File: config.mk
export PLATFORM = sky130hd
export DESIGN_NAME = elevator_floor_dispatch_top
export DESIGN_NICKNAME = d
export VERILOG_FILES = /design/src/hw/rtl/efd_pkg.sv /design/src/hw/rtl/efd_ctrl.sv /design/src/hw/rtl/efd_datapath.sv /design/src/hw/rtl/elevator_floor_dispatch_top.sv
export SDC_FILE = /design/constraint.sdc
export NUM_CORES = 1
export LEC_CHECK = 0
export BUFFER_PORTS_ARGS = -buffer_cell sky130_fd_sc_hd__buf_4
export CORE_MARGIN = 4
export CORE_UTILIZATION = 61
export CTS_CLUSTER_SIZE = 8
export DETAILED_ROUTE_END_ITERATION = 8
export GPL_TIMING_DRIVEN = 0
export PLACE_DENSITY = 0.81
export RECOVER_POWER = 100
export SETUP_SLACK_MARGIN = 0.4
export SLEW_MARGIN = 5
export SYNTH_ARGS = -nofsm -noshare
export SYNTH_HDL_FRONTEND = slang
export SYNTH_SLANG_ARGS = --single-unit
File: constraint.sdc
create_clock -name i_clk -period 3.4 [get_ports i_clk]
set_input_delay 0.51 -clock i_clk [delete_from_list [all_inputs] [get_ports i_clk]]
set_output_delay 0.51 -clock i_clk [all_outputs]
set_load 0.03 [all_outputs]
File: src/hw/rtl/efd_pkg.sv
// ----------------------------------------------------------------------------
// efd_pkg
// Types and constants shared by the elevator floor dispatch modules.
// ----------------------------------------------------------------------------
package efd_pkg;

    localparam int ACTION_W = 3;
    localparam int FLOOR_W  = 4;
    localparam int POS_W    = 12;
    localparam int FRAC_W   = 8;
    localparam int TOL_W    = 7;
    // Internal floor numbers reach one past a 4-bit floor (up to 16).
    localparam int FIDX_W   = 5;

    localparam logic [FRAC_W-1:0] HALF_FLOOR  = 8'd128;
    localparam logic [POS_W:0]    NEAR_ROUND  = 13'd128;
    localparam logic [TOL_W-1:0]  TOL_RESET   = 7'd13;
    localparam logic [FIDX_W-1:0] FLOOR_ONE   = 5'd1;
    localparam logic [FIDX_W-1:0] FLOOR_NONE  = 5'd0;

    typedef enum logic [ACTION_W-1:0] {
        ACT_SET_PANEL     = 3'd0,
        ACT_SET_HALL      = 3'd1,
        ACT_IDLE_DISPATCH = 3'd2,
        ACT_MOVE_UP       = 3'd3,
        ACT_MOVE_DOWN     = 3'd4,
        ACT_CLEAR_ALL     = 3'd5
    } t_action;

    typedef enum logic [1:0] {
        S_IDLE   = 2'd0,
        S_SCAN   = 2'd1,
        S_UPDATE = 2'd2,
        S_REPLY  = 2'd3
    } t_state;

    typedef struct packed {
        logic load;
        logic scan;
        logic update;
    } t_dp_cmd;

endpackage

File: src/hw/rtl/efd_ctrl.sv
// ----------------------------------------------------------------------------
// efd_ctrl
// Sequencer: capture, scan, update, reply; one item at a time.
// ----------------------------------------------------------------------------
module efd_ctrl (
    input  logic             i_clk,
    input  logic             i_rst_n,
    input  logic             start,
    output logic             busy,
    output logic             o_done,
    output efd_pkg::t_dp_cmd o_cmd
);
    import efd_pkg::*;

    t_state r_state;
    t_state n_state;

    always_ff @(posedge i_clk) begin
        if (!i_rst_n) begin
            r_state <= S_IDLE;
        end else begin
            r_state <= n_state;
        end
    end

    always_comb begin
        n_state      = r_state;
        o_cmd.load   = 1'b0;
        o_cmd.scan   = 1'b0;
        o_cmd.update = 1'b0;
        o_done       = 1'b0;
        busy         = 1'b1;
        case (r_state)
            S_IDLE: begin
                busy = 1'b0;
                if (start) begin
                    o_cmd.load = 1'b1;
                    n_state    = S_SCAN;
                end
            end
            S_SCAN: begin
                o_cmd.scan = 1'b1;
                n_state    = S_UPDATE;
            end
            S_UPDATE: begin
                o_cmd.update = 1'b1;
                n_state      = S_REPLY;
            end
            S_REPLY: begin
                o_done  = 1'b1;
                n_state = S_IDLE;
            end
            default: begin
                n_state = S_IDLE;
            end
        endcase
    end

endmodule

File: src/hw/rtl/efd_datapath.sv
// ----------------------------------------------------------------------------
// efd_datapath
// Request masks, direction, target floor and the floor priority scans.
// ----------------------------------------------------------------------------
module efd_datapath #(
    parameter int FLOOR_COUNT = 8
) (
    input  logic                         i_clk,
    input  logic                         i_rst_n,
    input  efd_pkg::t_dp_cmd             i_cmd,
    input  logic [efd_pkg::ACTION_W-1:0] i_action,
    input  logic [efd_pkg::FLOOR_W-1:0]  i_floor,
    input  logic                         i_up_button,
    input  logic                         i_lit,
    input  logic [efd_pkg::POS_W-1:0]    i_car_floor_pos,
    input  logic                         i_cfg_we,
    input  logic [efd_pkg::TOL_W-1:0]    i_cfg_wdata,
    output logic [efd_pkg::FLOOR_W-1:0]  o_target_floor,
    output logic                         o_going_up
);
    import efd_pkg::*;

    // Captured item.
    t_action            r_action;
    logic [FLOOR_W-1:0] r_floor;
    logic               r_up_button;
    logic               r_lit;
    logic [POS_W-1:0]   r_pos;

    // Architectural state.
    logic [TOL_W-1:0]       r_tol;
    logic [FLOOR_COUNT-1:0] r_panel, n_panel;
    logic [FLOOR_COUNT-1:0] r_hall_up, n_hall_up;
    logic [FLOOR_COUNT-1:0] r_hall_dn, n_hall_dn;
    logic                   r_dir_up, n_dir_up;
    logic [FIDX_W-1:0]      r_stop, n_stop;

    // Scan results.
    logic [FIDX_W-1:0] r_up_a, n_up_a, r_up_b, n_up_b;
    logic [FIDX_W-1:0] r_dn_a, n_dn_a, r_dn_b, n_dn_b;
    logic r_nu_p, n_nu_p, r_nu_hd, n_nu_hd;
    logic r_np_pd, n_np_pd, r_np_hu, n_np_hu;

    // Position views.
    logic [POS_W:0]         w_round;
    logic [FIDX_W-1:0]      w_near;
    logic [FIDX_W-1:0]      w_passed;
    logic [FIDX_W-1:0]      w_next;
    logic [FRAC_W-1:0]      w_frac;
    logic                   w_level;
    logic [FLOOR_COUNT-1:0] w_pu;
    logic [FLOOR_COUNT-1:0] w_pd;
    logic [FIDX_W-1:0]      w_su;
    logic [FIDX_W-1:0]      w_sd;
    logic                   w_dir0;

    assign w_round  = {1'b0, r_pos} + NEAR_ROUND;
    assign w_near   = w_round[POS_W:FRAC_W];
    assign w_passed = {1'b0, r_pos[POS_W-1:FRAC_W]};
    assign w_next   = w_passed + FLOOR_ONE;
    assign w_frac   = r_pos[FRAC_W-1:0];
    assign w_level  = w_frac < {1'b0, r_tol};
    assign w_pu     = r_panel | r_hall_up;
    assign w_pd     = r_panel | r_hall_dn;

    always_ff @(posedge i_clk) begin
        if (i_cmd.load) begin
            r_action    <= t_action'(i_action);
            r_floor     <= i_floor;
            r_up_button <= i_up_button;
            r_lit       <= i_lit;
            r_pos       <= i_car_floor_pos;
        end
    end

    always_ff @(posedge i_clk) begin
        if (!i_rst_n) begin
            r_tol <= TOL_RESET;
        end else if (i_cfg_we) begin
            r_tol <= i_cfg_wdata;
        end
    end

    // Scan stage: nearest requests above and below the nearest floor, and the
    // request bits at the floor just passed and the one above it.
    always_comb begin
        n_up_a  = FLOOR_NONE;
        n_up_b  = FLOOR_NONE;
        n_dn_a  = FLOOR_NONE;
        n_dn_b  = FLOOR_NONE;
        n_nu_p  = 1'b0;
        n_nu_hd = 1'b0;
        n_np_pd = 1'b0;
        n_np_hu = 1'b0;
        for (int i = FLOOR_COUNT - 1; i >= 0; i--) begin
            if (FIDX_W'(i + 1) > w_near) begin
                if (w_pu[i]) begin
                    n_up_a = FIDX_W'(i + 1);
                end
                if (r_hall_dn[i]) begin
                    n_up_b = FIDX_W'(i + 1);
                end
            end
        end
        for (int i = 0; i < FLOOR_COUNT; i++) begin
            if (FIDX_W'(i + 1) < w_near) begin
                if (w_pd[i]) begin
                    n_dn_a = FIDX_W'(i + 1);
                end
                if (r_hall_up[i]) begin
                    n_dn_b = FIDX_W'(i + 1);
                end
            end
            if (FIDX_W'(i + 1) == w_next) begin
                n_nu_p  = w_pu[i];
                n_nu_hd = r_hall_dn[i];
            end
            if (FIDX_W'(i + 1) == w_passed) begin
                n_np_pd = w_pd[i];
                n_np_hu = r_hall_up[i];
            end
        end
    end

    always_ff @(posedge i_clk) begin
        if (i_cmd.scan) begin
            r_up_a  <= n_up_a;
            r_up_b  <= n_up_b;
            r_dn_a  <= n_dn_a;
            r_dn_b  <= n_dn_b;
            r_nu_p  <= n_nu_p;
            r_nu_hd <= n_nu_hd;
            r_np_pd <= n_np_pd;
            r_np_hu <= n_np_hu;
        end
    end

    assign w_su = (r_up_a != FLOOR_NONE) ? r_up_a : r_up_b;
    assign w_sd = (r_dn_a != FLOOR_NONE) ? r_dn_a : r_dn_b;
    assign w_dir0 = (w_near == FLOOR_ONE) ? 1'b1 :
                    (w_near == FIDX_W'(FLOOR_COUNT)) ? 1'b0 : r_dir_up;

    // Update stage.
    always_comb begin
        n_panel   = r_panel;
        n_hall_up = r_hall_up;
        n_hall_dn = r_hall_dn;
        n_dir_up  = r_dir_up;
        n_stop    = r_stop;
        case (r_action)
            ACT_SET_PANEL: begin
                for (int i = 0; i < FLOOR_COUNT; i++) begin
                    if (FIDX_W'(i + 1) == {1'b0, r_floor}) begin
                        n_panel[i] = r_lit;
                    end
                end
            end
            ACT_SET_HALL: begin
                for (int i = 0; i < FLOOR_COUNT; i++) begin
                    if (FIDX_W'(i + 1) == {1'b0, r_floor}) begin
                        if (r_up_button) begin
                            n_hall_up[i] = r_lit;
                        end else begin
                            n_hall_dn[i] = r_lit;
                        end
                    end
                end
            end
            ACT_IDLE_DISPATCH: begin
                // An empty search in the current direction reverses it.
                if (w_dir0) begin
                    if (w_su != FLOOR_NONE) begin
                        n_stop   = w_su;
                        n_dir_up = 1'b1;
                    end else begin
                        n_stop   = w_sd;
                        n_dir_up = 1'b0;
                    end
                end else begin
                    if (w_sd != FLOOR_NONE) begin
                        n_stop   = w_sd;
                        n_dir_up = 1'b0;
                    end else begin
                        n_stop   = w_su;
                        n_dir_up = 1'b1;
                    end
                end
            end
            ACT_MOVE_UP: begin
                if (!((w_level && r_stop == w_passed) || r_stop == w_next ||
                      w_frac > HALF_FLOOR)) begin
                    if (r_nu_p) begin
                        n_stop = w_next;
                    end else if (r_stop < w_next && r_nu_hd) begin
                        n_stop = w_next;
                    end
                end
            end
            ACT_MOVE_DOWN: begin
                if (w_level && w_passed == FLOOR_ONE) begin
                    n_stop = FLOOR_ONE;
                end else if (!(r_stop == w_passed || w_frac < HALF_FLOOR)) begin
                    if (r_np_pd) begin
                        n_stop = w_passed;
                    end else if (r_stop >= w_passed && r_np_hu) begin
                        n_stop = w_passed;
                    end
                end
            end
            ACT_CLEAR_ALL: begin
                n_panel   = '0;
                n_hall_up = '0;
                n_hall_dn = '0;
            end
            default: begin
            end
        endcase
    end

    always_ff @(posedge i_clk) begin
        if (!i_rst_n) begin
            r_panel   <= '0;
            r_hall_up <= '0;
            r_hall_dn <= '0;
            r_dir_up  <= 1'b1;
            r_stop    <= FLOOR_NONE;
        end else if (i_cmd.update) begin
            r_panel   <= n_panel;
            r_hall_up <= n_hall_up;
            r_hall_dn <= n_hall_dn;
            r_dir_up  <= n_dir_up;
            r_stop    <= n_stop;
        end
    end

    assign o_target_floor = r_stop[FLOOR_W-1:0];
    assign o_going_up     = r_dir_up;

endmodule

File: src/hw/rtl/elevator_floor_dispatch_top.sv
// ----------------------------------------------------------------------------
// elevator_floor_dispatch_top
// Collective-control dispatch: request lights, direction and target floor.
// ----------------------------------------------------------------------------
// Usage:
//   An item (action, floor, up button, lit, car position) is taken at a
//   rising edge where start is high and busy is low. busy then stays high
//   while the item goes through the sequencer states in order: a scan state that
//   runs the floor priority encoders over the request masks, an update state
//   that writes masks, direction and target, and a reply state in which o_done
//   is high for one cycle with o_target_floor and o_going_up.
//   Every item, unused action codes too, gives exactly one result.
//   A new item is taken only after the previous one has given its result
//   and busy is low again.
//   The result is shown for one cycle only; the receiver cannot stall it.
//   The tolerance register is written through i_cfg_we and i_cfg_wdata and
//   is meant to change only while busy is low.
//   Synchronous reset clears all request lights, sets the direction to up,
//   the target to none and the tolerance to 13/256 of a floor.
// ----------------------------------------------------------------------------
module elevator_floor_dispatch_top #(
    parameter int FLOOR_COUNT = 8
) (
    input  logic                         i_clk,
    input  logic                         i_rst_n,
    input  logic                         start,
    output logic                         busy,
    input  logic [efd_pkg::ACTION_W-1:0] i_action,
    input  logic [efd_pkg::FLOOR_W-1:0]  i_floor,
    input  logic                         i_up_button,
    input  logic                         i_lit,
    input  logic [efd_pkg::POS_W-1:0]    i_car_floor_pos,
    input  logic                         i_cfg_we,
    input  logic [efd_pkg::TOL_W-1:0]    i_cfg_wdata,
    output logic                         o_done,
    output logic [efd_pkg::FLOOR_W-1:0]  o_target_floor,
    output logic                         o_going_up
);
    import efd_pkg::*;

    t_dp_cmd w_cmd;

    efd_ctrl u_ctrl (
        .i_clk   (i_clk),
        .i_rst_n (i_rst_n),
        .start   (start),
        .busy    (busy),
        .o_done  (o_done),
        .o_cmd   (w_cmd)
    );

    efd_datapath #(
        .FLOOR_COUNT (FLOOR_COUNT)
    ) u_datapath (
        .i_clk           (i_clk),
        .i_rst_n         (i_rst_n),
        .i_cmd           (w_cmd),
        .i_action        (i_action),
        .i_floor         (i_floor),
        .i_up_button     (i_up_button),
        .i_lit           (i_lit),
        .i_car_floor_pos (i_car_floor_pos),
        .i_cfg_we        (i_cfg_we),
        .i_cfg_wdata     (i_cfg_wdata),
        .o_target_floor  (o_target_floor),
        .o_going_up      (o_going_up)
    );

endmodule

==> impl_metrics.json <==
{
  "tightest_slew_ns": 1.41,
  "synth_xor_area_share_pct": 1.43,
  "antenna_found_initial": 0,
  "dpl.hpwl_um": 10100,
  "crit_type": "register to register",
  "num_vias": 4519,
  "worstPathMaxFanout": 10,
  "cp-startpoint": "u_datapath.r_pos[10]",
  "synth_warnings": 0,
  "place_ws_ns": 0.333,
  "peakVddDrop_uv": 300,
  "cts_buffers": 9,
  "grt_max_degree": 22,
  "p_leak_nw": 2.11,
  "firstDrtPassIters": 8,
  "ys_async_sr_fraction_pct": 0,
  "rows": 32,
  "fin_crit_ns": 3.05,
  "period_share_pct": 89.8,
  "initial_utilization_pct": 63.2,
  "finalMaxSlewViolations": 0,
  "clk_path_buf_depth": 2,
  "yosys.area_share.simple_pct": 21.6,
  "drive_gt1_share_pct": 12.5,
  "root_buffer": "clkbuf_8",
  "status": "completed",
  "ys_top_cells_by_count": "nand2_1 (73), nor2_1 (52), edfxtp_1 (41)",
  "gp_congestion": 0.958,
  "r2r_cells": 13,
  "synth-seq-area-share_pct": 41.0,
  "clock_sinks": 80,
  "ant_nets": 0,
  "crit_end": "u_datapath.r_stop[3]",
  "synth-adder-area-share_pct": 7.14,
  "rsz0062_at_grt": "no",
  "coreArea_mm2": 0.00777,
  "synth.most_common_cell": "nand2_1",
  "stdcell_area_mm2": 0.00559,
  "worst_slack_ns": 0.346,
  "hold_violations": 0,
  "drt_wl_total_um": 13500,
  "setup_viol": 0,
  "arrival_ns": 3.33,
  "p_per_area_mw_per_mm2": 567,
  "drtIter0Drc": 334,
  "critical_path.endpoint_type": "register",
  "max_clock_freq_ghz": 0.327,
  "netlist_top_cells_area": "edfxtp_1 (25%), dfxtp_1 (16%), ha_1 (7.1%)",
  "insertion_delay_ns": 0.36,
  "synth_compound_gate_area_share_pct": 21.0,
  "globalRouteOverflowTotal": 0,
  "grt.total_usage_pct": 27.7,
  "drc": 0,
  "synth_top_family_by_area": "simple AND/OR/NAND/NOR gates",
  "relSlewSlack_pct": 5.83,
  "grt_pass1_vias": 4255,
  "synthDistinctLibCells": 64,
  "grt_pass1_wl_um": 21100,
  "synth_mux_area_share_pct": 3.49,
  "synth_edf_count": 41,
  "synth_area_leader_cell": "edfxtp_1",
  "syn_area_per_cell_um2": 8.78,
  "cap_viol_max_count": 0,
  "reg2reg_to": "u_datapath.r_stop[3]",
  "fin_nets": 673,
  "synth_ff_type": "edfxtp_1",
  "die_y_um": 97.7,
  "diodes": 0,
  "wire_per_inst_um": 18.8,
  "min_from": "i_floor[0]",
  "synth-seq-cells": 80,
  "crit_required_ns": 3.68,
  "vias_per_cell": 6.28,
  "clk_pin_slew_ns": 0.09,
  "htreeDepth": 3,
  "syn_to_final_growth_pct": 13.9,
  "setup.worst_path.start_class": "register",
  "fin_setup_tns_ns": 0,
  "cts_tree": "built",
  "die_x_um": 97.7,
  "syn_nets": 619,
  "syn_inst": 559,
  "numPortBuffers": 37,
  "r2r_slack_ns": 0.35,
  "synth_area_mm2": 0.00491,
  "reg2reg_from": "u_datapath.r_pos[10]",
  "holdCritPathClass": "primary input to register",
  "io-pin-count": 39,
  "placed_cell_area_mm2": 0.00532,
  "fin_skew_ns": 0.0136,
  "die-area_mm2": 0.00955,
  "synth_top_area_share_pct": 25.1
}
-- critical path: stages (launching register included) --
cell and delay (ns):
edfxtp_1 0.34, clkbuf_1 0.30, clkbuf_4 0.30, nand3_1 0.21, xnor2_2 0.26, ha_1 0.28, and4_1 0.22, o21ai_0 0.11
o2111ai_1 0.14, o21ai_0 0.21, o211a_1 0.17, clkbuf_4 0.18, o21ai_0 0.10, a31oi_1 0.18
-- state kept, by name (all words and copies together) (netlist names) --
signal,flops
u_datapath.r_pos,12
u_datapath.r_hall_dn,8
u_datapath.r_hall_up,8
u_datapath.r_panel,8
u_datapath.r_tol,7
u_datapath.r_stop,5
u_datapath.r_dn_a,4
u_datapath.r_dn_b,4
u_datapath.r_floor,4
u_datapath.r_up_a,4
u_datapath.r_up_b,4
u_datapath.r_action,3
u_ctrl.r_state,2
u_datapath.o_going_up,1
u_datapath.r_lit,1
u_datapath.r_np_hu,1
u_datapath.r_np_pd,1
u_datapath.r_nu_hd,1
u_datapath.r_nu_p,1
u_datapath.r_up_button,1
-- worst min path at each step --
stage	to	slack (ns)	cells past startpoint
after floorplan	u_datapath.r_tol[0]	0.44	2
after global placement	u_datapath.r_tol[0]	0.46	2
after detailed placement	u_datapath.r_tol[0]	0.46	2
after CTS	u_datapath.r_up_button	0.31	1
after global routing	u_datapath.r_action[2]	0.32	1
final	u_datapath.r_floor[0]	0.34	1
-- power by group --
group          switching (mW)  total, mW  internal, mW
sequential              0.127       1.36          1.23
combinational           0.764       1.17         0.407
clock                   0.367      0.640         0.273
total                    1.26       3.17          1.91
-- layout make-up --
type                    count  area (um2)
multi-input cells         431        2760
fillers                   603        2180
flip-flops and latches     80        2010
repair buffers             43         293
plain buffers              26         141
well taps                 102         128
clock buffers               9         124
inverters                  22        82.6
clock inverters             7        53.8
-- stage by stage --
step | instances | total power [mW] | hold slack (ns) | utilization, %
after global routing | 720 | 3.35 | 0.322 | 72.0
after CTS | 714 | 3.09 | 0.310 | 70.9
after global placement | 698 | 2.40 | 0.461 | 68.4
after floorplan | 559 | 2.11 | 0.443 | -
final | 720 | 3.17 | 0.343 | 72.0
after detailed placement | 698 | 2.45 | 0.463 | 68.4
-- layout by cell type (no fill, tap or decap), types with 3 or more instances in the layout --
| master | synthesis | layout |
|---|---|---|
| edfxtp_1 | 41 | 41 |
| mux2i_1 | 16 | 15 |
| nand2b_1 | 5 | 5 |
| clkbuf_1 | 16 | 23 |
| a31oi_1 | 9 | 8 |
| nor2b_1 | 22 | 22 |
| nand3b_1 | 3 | 3 |
| a21boi_0 | 19 | 20 |
| o2111ai_1 | 4 | 4 |
| nor4_1 | 3 | 3 |
| clkbuf_4 | 0 | 24 |
| inv_1 | 22 | 22 |
| or3_1 | 3 | 3 |
| a21o_1 | 7 | 7 |
| xnor2_1 | 6 | 4 |
| o211a_1 | 3 | 3 |
| a211oi_1 | 4 | 3 |
| and2_1 | 7 | 4 |
| buf_4 | 4 | 18 |
| a21oi_1 | 28 | 27 |
| and2_0 | 0 | 3 |
| nand2_1 | 73 | 73 |
| o22ai_1 | 4 | 4 |
| a22oi_1 | 3 | 4 |
| nor3_1 | 16 | 16 |
| dfxtp_1 | 39 | 39 |
| nor2_1 | 52 | 52 |
| o21bai_1 | 4 | 4 |
| o21a_1 | 3 | 3 |
| a311oi_1 | 3 | 3 |
| ha_1 | 28 | 28 |
| clkbuf_8 | 0 | 9 |
| nand3_1 | 25 | 25 |
| o21ai_0 | 38 | 40 |
| o211ai_1 | 7 | 7 |
-- timing repair --
item	4_1_cts	5_1_grt
gates resized for setup	4	16
pin swaps	0	3
setup endpoints to repair	6	11
setup buffers	0	6
hold buffers	0	0
-- cell families after synthesis --
group	Yosys count
and+or+nand+nor	223
AOI/OAI and AO/OA	155
DFF	80
buffers and inverters	48
adders and majority gates	28
muxes	17
xor gates and xnor gates	8
-- routing by layer --
layer | GRT usage (%) | vias up | part of all wire [%]
met5 | 0 | - | 0
met4 | 11.0 | 0 | 3.6
met3 | 5.38 | 42 | 8.1
met2 | 45.0 | 226 | 47
met1 | 36.7 | 2113 | 41
li1 | - | 2138 | -
Power figures use the tool's default switching activity.
